`src/rtl/core/atc_pkg.sv`:
```
// Shared constants, types and codes for the associative tag cache.
package atc_pkg;

    // Store geometry.
    localparam int ENTRIES    = 16;
    localparam int IDX_W      = $clog2(ENTRIES);
    localparam int ENTRIES_P2 = 2 ** IDX_W;

    // Field widths.
    localparam int KEY_W  = 64;
    localparam int SIZE_W = 17;
    localparam int SLOT_W = 4;
    localparam int AGE_W  = 8;

    // Inserts at or above this byte count are dropped.
    localparam int SIZE_LIMIT = 102400;

    typedef logic [IDX_W-1:0]  idx_t;
    typedef logic [AGE_W-1:0]  age_t;
    typedef logic [KEY_W-1:0]  key_t;
    typedef logic [SIZE_W-1:0] size_t;
    typedef logic [SLOT_W-1:0] slot_t;

    localparam age_t AGE_TOP = '1;

    // Request codes.
    typedef enum logic [0:0] {
        OP_LOOKUP = 1'b0,
        OP_INSERT = 1'b1
    } op_t;

    // Replacement choice handed from the victim selector to the store.
    typedef struct packed {
        logic from_empty;
        idx_t idx;
    } victim_t;

endpackage

```
`src/rtl/core/atc_victim_sel.sv`:
```
// Victim selection: first empty slot, else the oldest slot (lowest index on a tie).
module atc_victim_sel (
    input  logic [atc_pkg::ENTRIES-1:0] valid_i,
    input  atc_pkg::age_t               ages_i [atc_pkg::ENTRIES],
    output atc_pkg::victim_t            victim_o
);

    localparam int LVL = atc_pkg::IDX_W;

    atc_pkg::age_t tree_age [LVL+1][atc_pkg::ENTRIES_P2];
    atc_pkg::idx_t tree_idx [LVL+1][atc_pkg::ENTRIES_P2];
    atc_pkg::idx_t empty_idx;

    // Lowest-indexed empty slot.
    always_comb begin
        empty_idx = '0;
        for (int i = atc_pkg::ENTRIES - 1; i >= 0; i--) begin
            if (!valid_i[i]) begin
                empty_idx = atc_pkg::IDX_W'(i);
            end
        end
    end

    // Max-age tree; the left branch wins ties so the lowest index is kept.
    // Padding leaves sit at the top and hold age zero, so they never win.
    always_comb begin
        for (int j = 0; j < atc_pkg::ENTRIES_P2; j++) begin
            tree_idx[0][j] = atc_pkg::IDX_W'(j);
            if (j < atc_pkg::ENTRIES) begin
                tree_age[0][j] = ages_i[j];
            end else begin
                tree_age[0][j] = '0;
            end
        end
        for (int l = 1; l <= LVL; l++) begin
            for (int j = 0; j < atc_pkg::ENTRIES_P2; j++) begin
                if (j < (atc_pkg::ENTRIES_P2 >> l)) begin
                    if (tree_age[l-1][2*j+1] > tree_age[l-1][2*j]) begin
                        tree_age[l][j] = tree_age[l-1][2*j+1];
                        tree_idx[l][j] = tree_idx[l-1][2*j+1];
                    end else begin
                        tree_age[l][j] = tree_age[l-1][2*j];
                        tree_idx[l][j] = tree_idx[l-1][2*j];
                    end
                end else begin
                    tree_age[l][j] = '0;
                    tree_idx[l][j] = '0;
                end
            end
        end
    end

    // An empty slot always takes precedence over the oldest one.
    always_comb begin
        victim_o.from_empty = ~&valid_i;
        victim_o.idx        = victim_o.from_empty ? empty_idx : tree_idx[LVL][0];
    end

endmodule

```
`src/rtl/core/assoc_tag_cache_fifo_replace_top.sv`:
```
// Top level of the fully associative tag cache with age-based replacement.
//
//  Channel | Dir | Ports                                       | Handshake
//  --------+-----+---------------------------------------------+-------------
//  s_      | in  | s_operation, s_key, s_object_size           | s_valid/s_ready
//  m_      | out | m_hit, m_slot, m_found_size                 | m_valid/m_ready
//
// One beat per cycle sustained while m_ready stays high. A request's beat is
// captured in the input register and its result in the result register, which
// presents it on m_. The whole tag compare, victim search and store update sit
// between those two registers, so each request sees every update made by the
// one before it.
// Reset clears the valid marks; the store is then empty.
// When m_ready is low the result register holds, the input register fills
// behind it, and s_ready drops until the result beat is taken.
module assoc_tag_cache_fifo_replace_top (
    input  logic                  aclk,
    input  logic                  aresetn,
    input  logic                  s_valid,
    output logic                  s_ready,
    input  logic                  s_operation,
    input  atc_pkg::key_t         s_key,
    input  atc_pkg::size_t        s_object_size,
    output logic                  m_valid,
    input  logic                  m_ready,
    output logic                  m_hit,
    output atc_pkg::slot_t        m_slot,
    output atc_pkg::size_t        m_found_size
);

    // Input register.
    logic            in_valid_reg;
    atc_pkg::op_t    in_op_reg;
    atc_pkg::key_t   in_key_reg;
    atc_pkg::size_t  in_size_reg;

    // Result register.
    logic            out_valid_reg;
    logic            out_hit_reg;
    atc_pkg::slot_t  out_slot_reg;
    atc_pkg::size_t  out_size_reg;
    logic            out_hit_next;
    atc_pkg::slot_t  out_slot_next;
    atc_pkg::size_t  out_size_next;

    // Tag store.
    logic [atc_pkg::ENTRIES-1:0] valid_reg;
    atc_pkg::key_t               tag_reg  [atc_pkg::ENTRIES];
    atc_pkg::size_t              size_reg [atc_pkg::ENTRIES];
    atc_pkg::age_t               age_reg  [atc_pkg::ENTRIES];

    logic                        out_load;
    logic                        advance;
    logic                        do_insert;
    logic [atc_pkg::ENTRIES-1:0] match;
    logic                        match_any;
    atc_pkg::idx_t               match_idx;
    atc_pkg::size_t              match_size;
    atc_pkg::victim_t            victim;

    // Flow control: the result register loads when empty or being drained.
    assign out_load = !out_valid_reg || m_ready;
    assign advance  = in_valid_reg && out_load;
    assign s_ready  = !in_valid_reg || out_load;

    always_ff @(posedge aclk) begin
        if (!aresetn) begin
            in_valid_reg <= 1'b0;
        end else if (s_ready) begin
            in_valid_reg <= s_valid;
        end
    end

    always_ff @(posedge aclk) begin
        if (s_valid && s_ready) begin
            in_op_reg   <= atc_pkg::op_t'(s_operation);
            in_key_reg  <= s_key;
            in_size_reg <= s_object_size;
        end
    end

    // Parallel tag compare and first-match priority encode.
    always_comb begin
        for (int i = 0; i < atc_pkg::ENTRIES; i++) begin
            match[i] = valid_reg[i] && (tag_reg[i] == in_key_reg);
        end
        match_any = |match;
        match_idx = '0;
        for (int i = atc_pkg::ENTRIES - 1; i >= 0; i--) begin
            if (match[i]) begin
                match_idx = atc_pkg::IDX_W'(i);
            end
        end
        match_size = size_reg[match_idx];
    end

    atc_victim_sel u_victim (
        .valid_i  (valid_reg),
        .ages_i   (age_reg),
        .victim_o (victim)
    );

    assign do_insert = advance && (in_op_reg == atc_pkg::OP_INSERT) &&
                       (32'(in_size_reg) < 32'(atc_pkg::SIZE_LIMIT));

    // Result of the request in the input register.
    always_comb begin
        out_hit_next  = 1'b0;
        out_slot_next = '0;
        out_size_next = '0;
        case (in_op_reg)
            atc_pkg::OP_LOOKUP: begin
                if (match_any) begin
                    out_slot_next = atc_pkg::SLOT_W'(match_idx);
                    if (match_size != '0) begin
                        out_hit_next  = 1'b1;
                        out_size_next = match_size;
                    end
                end
            end
            atc_pkg::OP_INSERT: begin
                if (32'(in_size_reg) < 32'(atc_pkg::SIZE_LIMIT)) begin
                    out_slot_next = atc_pkg::SLOT_W'(victim.idx);
                end
            end
            default: begin
                out_slot_next = '0;
            end
        endcase
    end

    always_ff @(posedge aclk) begin
        if (!aresetn) begin
            out_valid_reg <= 1'b0;
        end else if (out_load) begin
            out_valid_reg <= in_valid_reg;
        end
    end

    always_ff @(posedge aclk) begin
        if (advance) begin
            out_hit_reg  <= out_hit_next;
            out_slot_reg <= out_slot_next;
            out_size_reg <= out_size_next;
        end
    end

    // Valid marks: cleared at reset, set on the victim of each insert.
    always_ff @(posedge aclk) begin
        if (!aresetn) begin
            valid_reg <= '0;
        end else if (do_insert) begin
            valid_reg[victim.idx] <= 1'b1;
        end
    end

    // Payload of the store: age every other valid slot (saturating) and overwrite the victim.
    always_ff @(posedge aclk) begin
        if (do_insert) begin
            for (int i = 0; i < atc_pkg::ENTRIES; i++) begin
                if (atc_pkg::IDX_W'(i) == victim.idx) begin
                    tag_reg[i]  <= in_key_reg;
                    size_reg[i] <= in_size_reg;
                    age_reg[i]  <= '0;
                end else if (valid_reg[i] && (age_reg[i] < atc_pkg::AGE_TOP)) begin
                    age_reg[i] <= age_reg[i] + atc_pkg::AGE_W'(1);
                end
            end
        end
    end

    assign m_valid      = out_valid_reg;
    assign m_hit        = out_hit_reg;
    assign m_slot       = out_slot_reg;
    assign m_found_size = out_size_reg;

    // A hit always carries a nonzero size, and a miss carries none.
    a_hit_size : assert property (@(posedge aclk) disable iff (!aresetn)
        m_valid |-> (m_hit == (m_found_size != '0)))
        else $error("hit flag and found size disagree");

    // An insert result never reports a hit.
    a_insert_no_hit : assert property (@(posedge aclk) disable iff (!aresetn)
        (advance && (in_op_reg == atc_pkg::OP_INSERT)) |=> !m_hit)
        else $error("insert produced a hit");

    // The slot written by an insert is marked valid afterwards.
    a_victim_valid : assert property (@(posedge aclk) disable iff (!aresetn)
        do_insert |=> valid_reg[$past(victim.idx)])
        else $error("inserted slot not marked valid");

    // The input side stalls only behind a held result.
    a_stall_cause : assert property (@(posedge aclk) disable iff (!aresetn)
        !s_ready |-> (m_valid && !m_ready && in_valid_reg))
        else $error("input stalled without a held result");

    // A result beat that is held keeps its payload.
    a_hold_result : assert property (@(posedge aclk) disable iff (!aresetn)
        (m_valid && !m_ready) |=> (m_valid && $stable(m_slot) && $stable(m_found_size)))
        else $error("held result changed");

endmodule
```
`config.mk`:
```
export PLATFORM = sky130hd
export DESIGN_NAME = assoc_tag_cache_fifo_replace_top
export DESIGN_NICKNAME = d
export VERILOG_FILES = /design/src/rtl/core/atc_pkg.sv /design/src/rtl/core/atc_victim_sel.sv /design/src/rtl/core/assoc_tag_cache_fifo_replace_top.sv
export SDC_FILE = /design/constraint.sdc
export NUM_CORES = 2
export LEC_CHECK = 0
export BUFFER_PORTS_ARGS = -buffer_cell sky130_fd_sc_hd__clkbuf_2
export CORE_ASPECT_RATIO = 1.4
export CORE_UTILIZATION = 55
export DETAILED_ROUTE_END_ITERATION = 8
export PLACE_DENSITY_LB_ADDON = 0.1
export SLEW_MARGIN = 20
export SYNTH_ARGS = -nofsm -noshare
export SYNTH_HDL_FRONTEND = slang
export SYNTH_SLANG_ARGS = --single-unit
```
`constraint.sdc`:
```
create_clock -name aclk -period 39.2 [get_ports aclk]
set_input_delay 1.96 -clock aclk [delete_from_list [all_inputs] [get_ports aclk]]
set_output_delay 1.96 -clock aclk [all_outputs]
set_load 0.03 [all_outputs]
```
---- Word level (Yosys, flattened, before mapping) ----
Memories as Yosys holds them, arrays and structs flattened.
Cells that the tools add are included.
Widths: inputs -> output; s select.
storage, ports and cells
  ROM bits ................................ 0
  register bits after elaboration ......... 250
  bits of input ports ..................... 86
  latch bits .............................. 0
  logic and storage cells ................. 443
  memories ................................ 2
  memory bits (writable) .................. 1296
cells by class
  reduce and logical (&&, ||, !) cells .... 109
  divide/modulo/power cells ............... 0
  add/subtract/negate cells ............... 16
  $mul .................................... 0
  magnitude comparators ................... 34
  muxes and demuxes ....................... 222
  shift operators ......................... 0
  equality and inequality tests ........... 31
  bitwise logic cells ..................... 4
memory list
  memory    words  bits a word  rd ports  clocked after memory_dff  wr ports  RTL line                                source
  tag_reg   16     64           16        0                         1         assoc_tag_cache_fifo_replace_top.sv:48  atc_pkg::key_t tag_reg [atc_pkg::ENTRIES];
  size_reg  16     17           1         0                         1         assoc_tag_cache_fifo_replace_top.sv:49  atc_pkg::size_t size_reg [atc_pkg::ENTRIES];
operators by type and width
  cell                  number
  $eq 64x64->1          16
  $mux 64               15
  $reduce_or 64->1      15
  $mux 4                66
  $mux 17               15
  $reduce_or 17->1      15
  $mux 8                30
  $add 8x1->8 const B   16
  $lt 8x8->1 const B    16
  $gt 8x8->1            15
  $mux 1                88
  $logic_and 1x1->1     37
  $eq 4x4->1 const A    8
  $reduce_and 2->1      16
  $reduce_bool 2->1     16
  $lt 17x17->1 const B  1
  $reduce_bool 17->1    1
  $eq 3x4->1 const A    4
  $or 16x16->16         1
  $reduce_and 16->1     1
  $reduce_or 16->1      1
  $eq 2x4->1 const A    2
  $mux 2                4
  $pmux 4 s2            1
  11 further kinds      16

---- Depth between registers and ports, before layout ----
  word-level depth ........................ 37
  mapped depth ............................ 50
  mapped depth without buffers ............ 47

---- Modules after synthesis ----
Synthesis repeated with hierarchy kept, for this count alone.
second synthesis, totals
  cells, all modules ...................... 5607
  area, all modules ....................... 74253.7 µm²
by module, submodules not included
  module                            times used  seq. area each (µm²)  area each (µm²)  cells an instance
  assoc_tag_cache_fifo_replace_top  1           46244.4               69406.6          4976
  atc_victim_sel                    1           0.0                   4847.1           631

---- Worst setup path after synthesis ----
No wires, ideal clock.
  path kind ............................... reg-to-reg
  start point ............................. register age_reg[1] (netlist name)
  end point ............................... memory size_reg[6][0] (netlist name), enable pin
  arrival ................................. 15.721 ns
  data required time ...................... 38.449 ns
  path slack .............................. 22.728 ns
  path buffers ............................ 2
  stages on the path, launching flop included .. 44
  setup time .............................. 0.751 ns
  period minus slack after synthesis ...... 16.472 ns
  cell sequence ........................... edfxtp_1 > ha_1 > nor2b_1 > o21a_1 > o21ai_0 > nand2b_1 > a21oi_1 > o21ai_0 > o21ai_1 > mux2_2 > ha_1 > nor2b_1 > o21a_1 > o21ai_0 > nand2b_1 > a21oi_1 > o21ai_0 > o21ai_1 > (+8 left out) > nand2b_1 > a21oi_1 > o21ai_0 > o21ai_0 > clkbuf_1 > mux2i_1 > ha_1 > nor2b_1 > o21a_1 > o21ai_0 > nand2b_1 > a21oi_1 > o21ai_0 > o21ai_1 > nor2b_1 > o31a_1 > nand3_1 > nor4b_1
on the way
  longest elaborated chain between the ends .. 29
ends and longest elaborated chain
  element                                                                 RTL line                                 source
  from (decl)                                                             assoc_tag_cache_fifo_replace_top.sv:50   atc_pkg::age_t age_reg [atc_pkg::ENTRIES];
  from (signal, indexed assignment)                                       assoc_tag_cache_fifo_replace_top.sv:166  age_reg[i] <= age_reg[i] + atc_pkg::AGE_W'(1);
  $gt 8x8->1                                                              atc_victim_sel.sv:38                     if (tree_age[l-1][2*j+1] > tree_age[l-1][2*j]) begin
  $mux 8                                                                  atc_victim_sel.sv:38
  $gt 8x8->1                                                              atc_victim_sel.sv:38
  $mux 8                                                                  atc_victim_sel.sv:38
  $gt 8x8->1                                                              atc_victim_sel.sv:38
  $mux 8                                                                  atc_victim_sel.sv:38
  $gt 8x8->1                                                              atc_victim_sel.sv:38
  $mux 4 (*)                                                              atc_victim_sel.sv:38
  $mux 4 (*)                                                              atc_victim_sel.sv:56                     victim_o.idx = victim_o.from_empty ? empty_idx : tree_idx[LVL][0];
  $eq 1x4->1                                                              assoc_tag_cache_fifo_replace_top.sv:161  if (atc_pkg::IDX_W'(i) == victim.idx) begin
  $mux 1                                                                  assoc_tag_cache_fifo_replace_top.sv:161
  $mux 1                                                                  assoc_tag_cache_fifo_replace_top.sv:159  if (do_insert) begin
  $mux 1 (implied by the code)                                            assoc_tag_cache_fifo_replace_top.sv:163  size_reg[i] <= in_size_reg;
  $reduce_or 17->1 (no source line)                                       n/a
  $mux 4 (no source line) / $mux 1 (equally long branches) (15 in a row)  n/a
  to (decl)                                                               assoc_tag_cache_fifo_replace_top.sv:49
Mark *: on every way between the ends. The rest lies on a longest branch, timed or not.

---- Final worst setup path ----
  start point ............................. register age_reg[97] (netlist name)
  end point ............................... register age_reg[100] (netlist name), enable pin
on the way
  longest elaborated chain between the ends .. 12
ends and longest elaborated chain
  element                                 RTL line
  $gt 8x8->1                              atc_victim_sel.sv:38
  $mux 8                                  atc_victim_sel.sv:38
  $gt 8x8->1                              atc_victim_sel.sv:38
  $mux 8                                  atc_victim_sel.sv:38
  $gt 8x8->1                              atc_victim_sel.sv:38
  $mux 8                                  atc_victim_sel.sv:38
  $gt 8x8->1                              atc_victim_sel.sv:38
  $mux 4                                  atc_victim_sel.sv:38
  $mux 4                                  atc_victim_sel.sv:56
  $eq 2x4->1                              assoc_tag_cache_fifo_replace_top.sv:161
  $reduce_bool 2->1 (no source line) (*)  n/a
  $reduce_and 2->1 (no source line) (*)   n/a
Marks and branches as above.
A chain may end at the register's enable or synchronous reset.

==> reports/qor.csv <==
stage;metric;value;unit
status;status;finished clean;
hold_path;Worst Hold Launch;in_key_reg[39]$_DFFE_PP_;
global_routing;largest net degree at the start of global routing;124;
die;Die W;302.7;um
cts;clock slew at reported path FFs;0.06;ns
cells_and_area;layout overhead on the synthesized area;10.69;%
yosys;#FFs+latches synth;1546;
cts;Max Buffers Root-to-Sink;3;
sta;Final Worst Setup Slack;27.76;ns
global_routing;vias in the first global route;40540;
drt;routed via count;41240;
drt;wire per inst;29.23;um
drt;drt via density;6.117;
cells_and_area;footprint of the multi-input gates;0.02169;sq mm
sta;final setup TNS;0;ns
cells_and_area;fill count;9552;
setup_path;reg-to-reg setup timing slack;27.76;ns
power_and_ir_drop;Peak VDD IR;0.00004901;V
hold_path;hold crit path type;reg2reg;
drt;WL met2;98000;um
drt;top sig layer;met5;
placed_design;GPL Wtd Cong;0.9680;
cts;post-CTS setup buffers;0;
placed_design;final HPWL from detailed placement;127200;um
setup_path;Critical R2R Launch;age_reg[97]$_SDFFCE_PN0P_;
yosys;area of the mapped netlist;0.06961;sq mm
drt;final antenna-violating net count;0;
setup_path;CP startpoint kind;register;
cells_and_area;Non-Filler Instances;6742;
yosys;ys async rst share;0;%
die;row count;154;
yosys;EDFF count, synth;1528;
setup_path;FF-to-FF End;age_reg[100]$_SDFFCE_PN0P_;
setup_path;Reg2Reg Depth;41;
cts;Root Buffer;clkbuf_16;
cts;later-pin clock latency in the skew report;0.81;ns
sta;clock period minus worst slack;11.44;ns
setup_path;Setup crit end kind;register;
cts;CTS sink cnt;1546;
cells_and_area;number of flip-flops in the largest register;1024;
yosys;top-area cell type share of the netlist area;65.91;%
sta;RSZ-0062 raised after global routing;false;
placed_design;port bufs;109;
power_and_ir_drop;Power Density;44.53;mW/mm^2
sta;Setup-failing EPs final;0;
setup_path;Req. time, crit path;39.68;ns
sta;Clock Skews;0.02839;ns
setup_path;WP buf/inv;3;
power_and_ir_drop;Lkg Pwr;26.64;nW
hold_path;hold path endpoint;tag_reg[1][359]$_DFFE_PP_;
drt;initial drt markers;3884;
die;die height;423.0;um
sta;final hold violation count;0;
yosys;synthesized instance count;4766;
yosys;largest cells by area after synthesis;edfxtp_1 (66%), xnor2_1 (6.2%), xor2_1 (4.9%), mux2i_1 (3.0%), ha_1 (2.4%);
global_routing;first-pass GRT wire length;281300;um
drt;drt total wl;197100;um
yosys;Yosys top cell by area;edfxtp_1;
hold_path;Hold Path Depth;0;
yosys;Synth Flop Type;edfxtp_1;
setup_path;slowest CP cell;buf_4;
cells_and_area;share of layout cells above drive strength 1;10.76;%
yosys;Cell variety after synth;87;
cts;H-tree depth;4;
cells_and_area;register area;0.04624;sq mm
setup_path;Worst Path Max Fanout;66;
global_routing;initial antenna violation count;7;
setup_path;CP delay by family, top;compound AO/OA/AOI/OAI gates;
setup_path;Crit path largest cell delay;0.81;ns
flow_run;Max-Cap Viols;0;
cts;CTS tree;yes;
sta;worst slew pin tran;1.194;ns
placed_design;pre-CTS setup slack;27.81;ns
drt;First-pass DRT Iterations;6;
cts;post-CTS sizing;0;
setup_path;CP Class;reg2reg;
setup_path;Most Frequent Cell on Critical Path;o21ai_0;
yosys;synthesized net count;4987;
drt;Residual DRC;0;
sta;Final Cycle Share;29.19;%
die;die area;0.1280;sq mm
sta;Rel. slew slack;19.77;%
setup_path;crit path DAT;11.92;ns
cts;Post-CTS Hold Buffers;0;
yosys;Seq/Total Area, Yosys;66.43;%
sta;Final Max Slew Viols;0;
yosys;Warnings, synthesis;0;
cts;CTS Buf Count;148;
drt;M1 wire length;74780;um
placed_design;DP Cell Count;6482;
sta;final hold slack;0.4827;ns
die;# IOs;110;
sta;Max Clk Rate;0.08740;GHz
die;core area;0.1256;sq mm
global_routing;remaining global-route overflow;0;
cells_and_area;final net count;5216;
yosys;syn_area_per_cell;14.61;sq um
die;starting density of the core;55.41;%
drt;Met3 Wirelength;11710;um
global_routing;GR Util All Layers;31.07;%
-- stage by stage --
step                util (%)  area [sq um]  total power, W
global placement       57.54         72280        0.002034
finish                 61.33         77060        0.003431
floorplan                  -         69610        0.001962
global route           61.33         77050        0.003514
detailed placement     57.55         72300        0.002037
CTS                    61.32         77040        0.003447
-- placed cells by master, fill, tap and decap left out, types with 18 or more instances in the layout --
master / synthesis / layout
nor2b_1: 92 / 91
mux2i_1: 212 / 212
o21a_1: 35 / 35
xnor2_1: 490 / 490
nor3_1: 45 / 40
and3_1: 39 / 38
nor4_1: 130 / 128
inv_1: 166 / 166
nor2_1: 238 / 228
edfxtp_1: 1528 / 1528
o22ai_1: 62 / 60
xor2_1: 386 / 386
a21o_1: 26 / 26
mux2_2: 27 / 27
nand3_1: 131 / 131
nand2_1: 82 / 82
nand4_1: 139 / 139
clkbuf_16: 0 / 155
o21ai_0: 56 / 55
buf_4: 54 / 137
o2111ai_1: 60 / 60
clkbuf_1: 20 / 32
clkinv_1: 0 / 27
a21oi_1: 63 / 63
dfxtp_1: 18 / 18
clkbuf_2: 0 / 109
and2_1: 23 / 22
nand2b_1: 179 / 179
ha_1: 135 / 135
-- worst reg2reg max path: cells and delay by family (launching register included) --
kind	cells	cell delay [ns]
adders and majority gates	4	1.34
and+or+nand+nor	11	2.45
buffers and inverters	3	1.21
DFF	1	0.49
AOI/OAI and AO/OA	22	5.31
muxes	1	0.29
-- synth_stat cells, types with 10 or more instances --
cell type,instances
o21a_1,35
nand3_1,131
nand2b_1,179
dfxtp_1,18
a2111oi_0,16
o221ai_1,16
mux2_2,27
o21ai_0,56
or4_1,10
edfxtp_1,1528
inv_1,166
nand4_1,139
mux2i_1,212
and3_1,39
or3_1,12
o22ai_1,62
nor2b_1,92
a21oi_1,63
a31o_2,10
a21o_1,26
a221oi_1,11
buf_2,71
buf_4,54
clkbuf_1,20
nor2_1,238
nor4_1,130
nand2_1,82
nor3_1,45
inv_2,16
and2_1,23
o21ai_1,11
o22a_1,14
o2111ai_1,60
xor2_1,386
xnor2_1,490
ha_1,135
buf_6,14
-- cell type report --
class	count	share of cell area [%]
Antenna cell	1	0.003248
Clock buffer	192	5.279
Clock inverter	66	0.8752
Inverter	182	0.8866
Multi-Input combinational cell	2867	28.15
Sequential cell	1546	60.01
Tap cell	1638	2.660
Timing Repair Buffer	250	2.130
-- worst max-delay path by stage --
| stage | cells after the start | endpoint | from | slack (ns) |
|---|---|---|---|---|
| after floorplan | 43 | size_reg[6][0]$_DFFE_PP_ | age_reg[1]$_SDFFCE_PN0P_ | 22.73 |
| after global placement | 40 | age_reg[100]$_SDFFCE_PN0P_ | age_reg[113]$_SDFFCE_PN0P_ | 28.07 |
| after detailed placement | 41 | age_reg[100]$_SDFFCE_PN0P_ | age_reg[97]$_SDFFCE_PN0P_ | 27.81 |
| after CTS | 41 | age_reg[103]$_SDFFCE_PN0P_ | age_reg[97]$_SDFFCE_PN0P_ | 27.78 |
| after global routing | 41 | age_reg[99]$_SDFFCE_PN0P_ | age_reg[97]$_SDFFCE_PN0P_ | 26.61 |
| final | 41 | age_reg[100]$_SDFFCE_PN0P_ | age_reg[97]$_SDFFCE_PN0P_ | 27.76 |
-- cell families after synthesis --
kind of cell | Yosys count | synth area share, %
AND/OR/NAND/NOR | 1147 | 8.963
XOR/XNOR | 876 | 11.02
flip-flops | 1546 | 66.43
buffers and inverters | 353 | 2.624
adder cells (fa/ha/maj) | 135 | 2.426
multiplexers | 239 | 3.485
AO/OA/AOI/OAI | 470 | 5.051
-- layer usage --
layer  vias up  GRT usage [%]
met5         -              0
met4         2          17.96
met3       434          4.033
met2      1571          52.71
met1     20990          37.98
li1      18240              -
-- power breakdown --
group / internal [W] / leakage, nW / total, W / switching [W]
logic: 0.0000480 / 10.3 / 0.000166 / 0.000118
registers: 0.00182 / 14.0 / 0.00184 / 0.0000110
clock network: 0.000810 / 2.32 / 0.00143 / 0.000619
Note: power is estimated with default switching activity, not from simulation.
